File: src/rtl/core/peer_frame_statistics_table_unit_macros.svh
// ----------------------------------------------------------------------------
// peer frame statistics table assertion macros
// concurrent assertion helpers shared by the table rtl
// ----------------------------------------------------------------------------
`ifndef PEER_FRAME_STATISTICS_TABLE_UNIT_MACROS_SVH
`define PEER_FRAME_STATISTICS_TABLE_UNIT_MACROS_SVH

// same-cycle implication
`define PFST_ASSERT_IMPL(label, clk, rst, ante, cons) \
   label: assert property (@(posedge clk) disable iff (rst) (ante) |-> (cons)) \
      else $error("pfst assertion failed");

// next-cycle implication
`define PFST_ASSERT_NEXT(label, clk, rst, ante, cons) \
   label: assert property (@(posedge clk) disable iff (rst) (ante) |=> (cons)) \
      else $error("pfst assertion failed");

`endif

File: src/rtl/core/pfst_pkg.sv
// ----------------------------------------------------------------------------
// pfst_pkg
// types and constants of the peer frame statistics table
// ----------------------------------------------------------------------------
package pfst_pkg;

   localparam int MAX_PEERS_DEF = 16;
   localparam int MAC_W         = 48;
   localparam int CNT_W         = 32;

   typedef struct packed {
      logic             req_type;
      logic [MAC_W-1:0] peer_mac;
      logic [CNT_W-1:0] rx_frame_number;
   } pfst_req_beat_type;

   typedef struct packed {
      logic [CNT_W-1:0]        tx_frame_number;
      logic                    peer_was_new;
      logic signed [CNT_W-1:0] error_count;
      logic                    table_full;
   } pfst_rsp_beat_type;

   typedef struct packed {
      logic [MAC_W-1:0] addr;
      logic [CNT_W-1:0] sent;
      logic [CNT_W-1:0] recv;
      logic [CNT_W-1:0] err;
   } pfst_entry_type;

   typedef enum logic {
      ALU_ADD = 1'b0,
      ALU_SUB = 1'b1
   } pfst_alu_op_type;

   typedef struct packed {
      pfst_alu_op_type  op;
      logic [CNT_W-1:0] a;
      logic [CNT_W-1:0] b;
   } pfst_alu_req_type;

   localparam logic REQ_TX = 1'b0;
   localparam logic REQ_RX = 1'b1;

endpackage

File: src/rtl/core/pfst_store.sv
// ----------------------------------------------------------------------------
// pfst_store
// peer entry memory, one write and one registered read per cycle
// ----------------------------------------------------------------------------
module pfst_store #(
   parameter int DEPTH = pfst_pkg::MAX_PEERS_DEF,
   parameter int IW    = (DEPTH > 1) ? $clog2(DEPTH) : 1
) (
   input  logic                     clock,
   input  logic                     wr_en,
   input  logic [IW-1:0]            wr_addr,
   input  pfst_pkg::pfst_entry_type wr_data,
   input  logic                     rd_en,
   input  logic [IW-1:0]            rd_addr,
   output pfst_pkg::pfst_entry_type rd_data
);

   pfst_pkg::pfst_entry_type mem_ff [DEPTH];
   pfst_pkg::pfst_entry_type rd_data_ff;

   always_ff @(posedge clock) begin
      if (wr_en) begin
         mem_ff[wr_addr] <= wr_data;
      end
   end

   always_ff @(posedge clock) begin
      if (rd_en) begin
         rd_data_ff <= mem_ff[rd_addr];
      end
   end

   assign rd_data = rd_data_ff;

endmodule

File: src/rtl/core/pfst_alu.sv
// ----------------------------------------------------------------------------
// pfst_alu
// shared 32-bit add / subtract unit with registered result
// ----------------------------------------------------------------------------
module pfst_alu (
   input  logic                           clock,
   input  pfst_pkg::pfst_alu_req_type     op_req,
   output logic [pfst_pkg::CNT_W-1:0]     result
);

   logic [pfst_pkg::CNT_W-1:0] result_ff;
   logic [pfst_pkg::CNT_W-1:0] result_in;

   always_comb begin
      unique case (op_req.op)
         pfst_pkg::ALU_ADD: result_in = op_req.a + op_req.b;
         pfst_pkg::ALU_SUB: result_in = op_req.a - op_req.b;
         default:           result_in = op_req.a + op_req.b;
      endcase
   end

   always_ff @(posedge clock) begin
      result_ff <= result_in;
   end

   assign result = result_ff;

endmodule

File: src/rtl/core/peer_frame_statistics_table_unit.sv
// ----------------------------------------------------------------------------
// peer_frame_statistics_table_unit
// per-peer sent / received / error frame counters with in-order table fill
// ----------------------------------------------------------------------------
// A request names a peer address and a transmit or receive update. The table
// is walked one entry per cycle through the single read port of the entry
// memory, then one shared add/subtract unit does the counter updates in two
// steps and the entry is written back. A request raises rsp_valid as it leaves
// the write state, and req_ready returns on that same cycle, so the next
// request can be accepted while that response is offered; an unknown peer is
// answered only after every filled entry has been compared. req_ready is low
// while a request is in progress; a new request can be taken while the
// previous result still waits on rsp, and its write back then waits until
// that result is taken.
// Entries are not cleared at reset; only entries below the fill count are read.
`include "peer_frame_statistics_table_unit_macros.svh"

module peer_frame_statistics_table_unit #(
   parameter int MAX_PEERS = pfst_pkg::MAX_PEERS_DEF
) (
   input  logic                        clock,
   input  logic                        reset,
   input  logic                        req_valid,
   output logic                        req_ready,
   input  pfst_pkg::pfst_req_beat_type req_data,
   output logic                        rsp_valid,
   input  logic                        rsp_ready,
   output pfst_pkg::pfst_rsp_beat_type rsp_data
);

   localparam int IW = (MAX_PEERS > 1) ? $clog2(MAX_PEERS) : 1;
   localparam int CW = $clog2(MAX_PEERS + 1);
   localparam logic [CW-1:0] FULL_COUNT = CW'(MAX_PEERS);

   typedef enum logic [5:0] {
      ST_IDLE   = 6'b000001,
      ST_SEARCH = 6'b000010,
      ST_CALC_A = 6'b000100,
      ST_CALC_B = 6'b001000,
      ST_WRITE  = 6'b010000,
      ST_SPARE  = 6'b100000
   } pfst_state_type;

   pfst_state_type              state_ff, state_in;
   logic [CW-1:0]               count_ff, count_in;
   logic [CW-1:0]               idx_ff, idx_in;
   logic [IW-1:0]               cmp_idx_ff, cmp_idx_in;
   logic                        cmp_vld_ff, cmp_vld_in;
   logic                        hit_ff, hit_in;
   logic [IW-1:0]               pos_ff, pos_in;
   logic [pfst_pkg::CNT_W-1:0]  tx_num_ff, tx_num_in;
   pfst_pkg::pfst_req_beat_type req_ff, req_in;
   pfst_pkg::pfst_entry_type    row_ff, row_in;
   logic                        rsp_valid_ff, rsp_valid_in;
   pfst_pkg::pfst_rsp_beat_type rsp_ff, rsp_in;

   pfst_pkg::pfst_entry_type    rd_data;
   pfst_pkg::pfst_entry_type    wr_data;
   logic                        rd_en;
   logic                        wr_en;
   logic [IW-1:0]               wr_addr;
   pfst_pkg::pfst_alu_req_type  alu_req;
   logic [pfst_pkg::CNT_W-1:0]  alu_y;

   logic match;
   logic last_cmp;
   logic is_full;
   logic is_rx;
   logic rsp_free;

   assign is_rx    = (req_ff.req_type == pfst_pkg::REQ_RX);
   assign is_full  = (count_ff == FULL_COUNT);
   assign match    = cmp_vld_ff && (rd_data.addr == req_ff.peer_mac);
   assign last_cmp = (CW'(cmp_idx_ff) + CW'(1)) == count_ff;
   assign rsp_free = !rsp_valid_ff || rsp_ready;

   // memory read during the walk
   assign rd_en = (state_ff == ST_SEARCH) && (idx_ff < count_ff) && !match;

   // write back at the end
   assign wr_en   = (state_ff == ST_WRITE) && rsp_free && (hit_ff || !is_full);
   assign wr_addr = hit_ff ? pos_ff : count_ff[IW-1:0];
   always_comb begin
      wr_data = row_ff;
      if (hit_ff && is_rx) begin
         wr_data.recv = alu_y;
      end
   end

   // shared unit operand selection
   always_comb begin
      alu_req.op = pfst_pkg::ALU_ADD;
      alu_req.a  = row_ff.recv;
      alu_req.b  = pfst_pkg::CNT_W'(1);
      if (state_ff == ST_CALC_A) begin
         priority if (!hit_ff) begin
            alu_req.a = req_ff.rx_frame_number;
         end else if (is_rx) begin
            alu_req.op = pfst_pkg::ALU_SUB;
            alu_req.a  = req_ff.rx_frame_number;
            alu_req.b  = row_ff.recv;
         end else begin
            alu_req.a = row_ff.sent;
         end
      end
   end

   always_comb begin
      state_in     = state_ff;
      count_in     = count_ff;
      idx_in       = idx_ff;
      cmp_idx_in   = cmp_idx_ff;
      cmp_vld_in   = 1'b0;
      hit_in       = hit_ff;
      pos_in       = pos_ff;
      tx_num_in    = tx_num_ff;
      req_in       = req_ff;
      row_in       = row_ff;
      rsp_valid_in = rsp_valid_ff && !rsp_ready;
      rsp_in       = rsp_ff;

      unique case (state_ff)
         ST_IDLE: begin
            if (req_valid) begin
               req_in   = req_data;
               idx_in   = '0;
               state_in = ST_SEARCH;
            end
         end
         ST_SEARCH: begin
            if (rd_en) begin
               cmp_vld_in = 1'b1;
               cmp_idx_in = idx_ff[IW-1:0];
               idx_in     = idx_ff + CW'(1);
            end
            priority if (match) begin
               hit_in    = 1'b1;
               pos_in    = cmp_idx_ff;
               row_in    = rd_data;
               tx_num_in = is_rx ? '0 : rd_data.sent;
               state_in  = ST_CALC_A;
            end else if ((cmp_vld_ff && last_cmp) || (count_ff == '0)) begin
               hit_in    = 1'b0;
               tx_num_in = is_rx ? '0 : pfst_pkg::CNT_W'(1);
               state_in  = ST_CALC_A;
            end else begin
               state_in = ST_SEARCH;
            end
         end
         ST_CALC_A: begin
            state_in = ST_CALC_B;
         end
         ST_CALC_B: begin
            priority if (!hit_ff) begin
               row_in.addr = req_ff.peer_mac;
               row_in.sent = is_rx ? '0 : pfst_pkg::CNT_W'(1);
               row_in.recv = is_rx ? alu_y : '0;
               row_in.err  = '0;
            end else if (is_rx) begin
               row_in.err = alu_y;
            end else begin
               row_in.sent = alu_y;
            end
            state_in = ST_WRITE;
         end
         ST_WRITE: begin
            if (rsp_free) begin
               rsp_valid_in           = 1'b1;
               rsp_in.tx_frame_number = tx_num_ff;
               rsp_in.peer_was_new    = !hit_ff;
               rsp_in.error_count     = hit_ff ? $signed(row_ff.err) : '0;
               rsp_in.table_full      = !hit_ff && is_full;
               if (!hit_ff && !is_full) begin
                  count_in = count_ff + CW'(1);
               end
               state_in = ST_IDLE;
            end
         end
         default: begin
            state_in = ST_IDLE;
         end
      endcase
   end

   always_ff @(posedge clock) begin
      if (reset) begin
         state_ff     <= ST_IDLE;
         count_ff     <= '0;
         cmp_vld_ff   <= 1'b0;
         rsp_valid_ff <= 1'b0;
      end else begin
         state_ff     <= state_in;
         count_ff     <= count_in;
         cmp_vld_ff   <= cmp_vld_in;
         rsp_valid_ff <= rsp_valid_in;
      end
   end

   always_ff @(posedge clock) begin
      idx_ff     <= idx_in;
      cmp_idx_ff <= cmp_idx_in;
      hit_ff     <= hit_in;
      pos_ff     <= pos_in;
      tx_num_ff  <= tx_num_in;
      req_ff     <= req_in;
      row_ff     <= row_in;
      rsp_ff     <= rsp_in;
   end

   pfst_store #(
      .DEPTH (MAX_PEERS),
      .IW    (IW)
   ) u_store (
      .clock   (clock),
      .wr_en   (wr_en),
      .wr_addr (wr_addr),
      .wr_data (wr_data),
      .rd_en   (rd_en),
      .rd_addr (idx_ff[IW-1:0]),
      .rd_data (rd_data)
   );

   pfst_alu u_alu (
      .clock  (clock),
      .op_req (alu_req),
      .result (alu_y)
   );

   assign req_ready = (state_ff == ST_IDLE);
   assign rsp_valid = rsp_valid_ff;
   assign rsp_data  = rsp_ff;

   `PFST_ASSERT_IMPL(a_count_bound, clock, reset, 1'b1, count_ff <= FULL_COUNT)
   `PFST_ASSERT_NEXT(a_count_only_on_write, clock, reset, state_ff != ST_WRITE,
                     $stable(count_ff))
   `PFST_ASSERT_IMPL(a_rsp_from_write, clock, reset, $rose(rsp_valid_ff),
                     $past(state_ff) == ST_WRITE)
   `PFST_ASSERT_IMPL(a_cmp_in_range, clock, reset, cmp_vld_ff,
                     CW'(cmp_idx_ff) < count_ff)

endmodule

File: config.mk
export PLATFORM = sky130hd
export DESIGN_NAME = peer_frame_statistics_table_unit
export DESIGN_NICKNAME = d
export VERILOG_FILES = /design/src/rtl/core/pfst_pkg.sv /design/src/rtl/core/pfst_store.sv /design/src/rtl/core/pfst_alu.sv /design/src/rtl/core/peer_frame_statistics_table_unit.sv
export VERILOG_INCLUDE_DIRS = /design/src /design/src/rtl/core
export SDC_FILE = /design/constraint.sdc
export NUM_CORES = 2
export LEC_CHECK = 0
export BUFFER_PORTS_ARGS = -buffer_cell sky130_fd_sc_hd__buf_4
export CORE_UTILIZATION = 35
export DETAILED_ROUTE_END_ITERATION = 12
export GPL_ROUTABILITY_DRIVEN = 0
export GPL_TIMING_DRIVEN = 0
export PLACE_DENSITY = 0.47
export SLEW_MARGIN = 20
export SYNTH_ARGS = -nofsm -noshare
export SYNTH_HDL_FRONTEND = slang
export SYNTH_SLANG_ARGS = --single-unit
File: constraint.sdc
create_clock -name clock -period 15 [get_ports clock]
set_clock_uncertainty 0.05 [all_clocks]
set_input_delay 0 -clock clock [delete_from_list [all_inputs] [get_ports clock]]
set_output_delay 0 -clock clock [all_outputs]
set_load 0.1 [all_outputs]
==> metrics.md <==
| Metric | Value |
|---|---|
| Status | finished clean |
| Fin crit share | about two fifths |
| Area growth syn-to-layout | 21.6% |
| Power Dens Cells | 151 nW/um2 |
| Setup ws final | 9.29 ns |
| RSZ-0062 raised after global routing | no |
| Dpl ws | just over 9 ns |
| Post-DP Area | 120000 um2 |
| Clock Path Buffers | 4 |
| Root Buffer | clkbuf_16 |
| WL per Instance | ~32 um |
| Number of flops mapped to enable cells by yosys | 2785 |
| H-tree Lvls | 5 |
| Clk_lat worst skew | about 0.93 ns |
| WHS Path Cells | 3 |
| Critical path origin | req_ff[76] |
| # DRC | 0 |
| Routed Antenna Nets | 0 |
| Async SR Flop Fraction | 0% |
| Mapped Area | between 100000 and 150000 um2 |
| Hold Path Class | input port to flip-flop |
| Clock tree sinks | 2829 |
| Internal Power | 14.7 mW |
| Max-slew violations | 0 |
| Multi-input gate area | about 22000 um2 |
| Post-CTS Resized | 0 |
| Netlist cell types | 68 |
| Worst EP required | 15.63 ns |
| Die H | 558 um |
| Final Hold Fails | 0 |
| Final Cell Area | about 130000 um2 |
| Sw frac | 25.6% |
| Comb power frac | between 10% and 20% |
| Worst-margin pin slew | roughly 1.2 ns |
| Primary FF master, synth | edfxtp_1 |
| First-pass GRT wire length | between 400000 and 500000 um |
| FMAX | between 0.15 and 0.2 GHz |
| Layout fillers | between 20000 and 30000 |
| CTS Buf Count | about 320 |
| VDD IR-drop max | 0.0879 mV |
| Crit Path Class | flip-flop to flip-flop |
| GRT Total Usage | between 20 and 25% |
| Avg Inst Size Synth | about 23 um2 |
| Site row count | just over 200 |
| Fraction of layout cells with a size suffix above 1 | between 30 and 40% |
| Final HPWL DP | between 200000 and 250000 um |
| Vias | about 53000 |
| TritonCTS clock tree | yes |
| Synthesized Nets | just under 5000 |
| CP Launch Type | flip-flop |
| Tmin final | between 5 and 6 ns |
| Synthesized flop and latch total | roughly 2800 |
| Sequential element share of the synthesized area | approximately four fifths |
| Cell count of the worst reg-to-reg path | 7 |
| P_leak | 41.8 nW |
| Core Box Area | between 300000 and 400000 um2 |
| Setup violations, final | 0 |
| Syn Inst Count | 4683 |
| Worst hold start | req_valid |
| Sum Neg Setup Slack | 0 ns |
| Setup slack, reg-to-reg | slightly above 9 ns |
| Largest net degree at the start of global routing | between 50 and 60 |
| Register area | around 85000 um2 |
| Hold endpoint | req_ff[79] |
| End of the worst register-to-register path | tx_num_ff[23] |
| Worst-path clk slew | approximately 0.060 ns |
| Final wirelength | 315000 um |
| Number of vias per cell | roughly 5.3 |
| R2R Path Start | req_ff[76] |
| Worst Path Max Fanout | 10 |
| Seq pwr share | a little under half |
| Crit end category | flip-flop |
| Yosys warns | 0 |
| Die span in x | approximately 560 um |
| Die area | 311000 um2 |
| Slew margin rel. | a little over a fifth |
| Initial antenna violation count | 15 |
| Input/output buffers | 152 |
| # nets final | ~5700 |
| Clock power frac | between 30 and 40% |
| I/O Pins | ~150 |
| # Max-Cap Violations | 0 |
| Switch Pwr | between 5 and 6 mW |
| Drt initial violations | roughly 5600 |
| Initial core utilization | a little over a third |
| Drt pass-1 iters | 6 |
| Total gr overflow | 0 |
| Worst EP arrival | between 6 and 7 ns |
| Number of global-route vias before repair | about 54000 |
## cells by family (layout without fill, tap and decap cells)
group / after synthesis / in the layout / share of synthesized area, %
AOI/OAI and AO/OA: 254 / 254 / 1.64
muxes: 833 / 833 / 16.2
DFF: 2829 / 2829 / 78.2
other: 0 / 5 / 0
adders and majority gates: 40 / 40 / 0.470
xor gates and xnor gates: 87 / 87 / 0.705
buffers and inverters: 257 / 1360 / 1.11
and+or+nand+nor: 383 / 383 / 1.69
## flip-flops by register name, summed over array words and instances, names as in the netlist, 4 cells and up
signal           count
state_ff             5
u_store.rd_data    144
tx_num_ff           32
u_store.mem_ff    2304
idx_ff               5
count_ff             5
rsp_data            66
u_alu.result        32
cmp_idx_ff           4
req_ff              80
pos_ff               4
row_ff             144
## worst max-delay path by stage
stage / end
after floorplan: idx_ff[0]
after global placement: idx_ff[0]
after detailed placement: tx_num_ff[23]
after CTS: tx_num_ff[23]
after global routing: tx_num_ff[23]
final: tx_num_ff[23]
## area by class of cell
cell class / count / share of cell area (%)
Inverter: 24 / 0.0724
Timing Repair Buffer: 545 / 5.99
Tap cell: 4100 / 3.91
Antenna cell: 5 / 0.00953
Clock buffer: 378 / 6.22
Multi-Input combinational cell: 1597 / 17.1
Buffer: 233 / 0.874
Clock inverter: 180 / 1.47
Sequential cell: 2829 / 64.3
## synthesized netlist by cell type (8+ instances only)
cell,n,area [um2]
a21o_1,24,180
a21oi_1,32,160
a22o_1,62,543
and2_1,67,419
and3_1,8,50.1
buf_1,12,45.0
buf_2,35,175
buf_4,19,143
buf_6,16,180
clkbuf_1,151,567
dfxtp_1,44,881
edfxtp_1,2785,83600
ha_1,39,488
inv_1,23,86.3
mux2_2,81,912
mux2i_1,32,320
mux4_2,720,16200
nand2_1,128,480
nand2b_1,9,56.3
nand3_1,15,75.1
nand4_1,19,119
nor2_1,96,360
nor3_1,13,65.1
o21ai_0,80,400
xnor2_1,72,631
xor2_1,15,131
## power by group through the flow
stage / Combinational [mW] / Clock [mW] / Sequential [mW]
global route: 3.09 / 8.09 / 9.25
CTS: 3.00 / 7.80 / 9.24
global placement: 2.86 / 0 / 9.44
detailed placement: 2.96 / 0 / 9.40
finish: 2.92 / 7.63 / 9.24
floorplan: 1.86 / 0 / 9.26
## per-stage QoR
stage / util (%) / hold WS [ns] / power, mW / std cells
after detailed placement: 39.0 / 0.129 / 12.4 / 9159
final: 42.9 / 0.205 / 19.8 / 9891
after global placement: 37.3 / 0.128 / 12.3 / 8935
after global routing: 42.9 / 0.174 / 20.4 / 9888
after CTS: 42.9 / 0.135 / 20.0 / 9886
after floorplan: - / 0.0489 / 11.1 / 4683
## critical path, stage by stage (launching register included)
cell      delay (ns)
edfxtp_1        0.52
xnor2_1         0.74
nand4_1         0.59
nor4_1          0.59
nand4_1         0.86
nor2_1          1.00
clkbuf_1        0.69
and2_1          0.41
## what timing repair did
| item | in CTS | in global routing |
|---|---|---|
| setup buffers | 0 | 0 |
| endpoints found under the hold margin | 179 | 0 |
| hold buffers | 169 | 0 |
## cell usage in the layout, fill, tap and decap left out, types with 78 or more instances in the layout
master            n
buf_16           93
mux4_2          720
edfxtp_1       2785
nand2_1         128
buf_4           171
buf_12          111
clkbuf_16       317
dlygate4sd3_1   169
o21ai_0          78
clkbuf_1        185
mux2_2           81
## layer usage
layer  wire length, um  vias to the layer above  global-route usage (%)  share of wire [%]
met5                46                        -                       0              0.015
met4              7810                        6                    4.95                2.5
met3             17100                      381                    3.04                5.4
met2            152000                     1705                    33.0                 48
met1            138000                    29020                    28.6                 44
li1                  -                    21600                       -                  -
No activity file was read; power rests on OpenSTA's default activity.
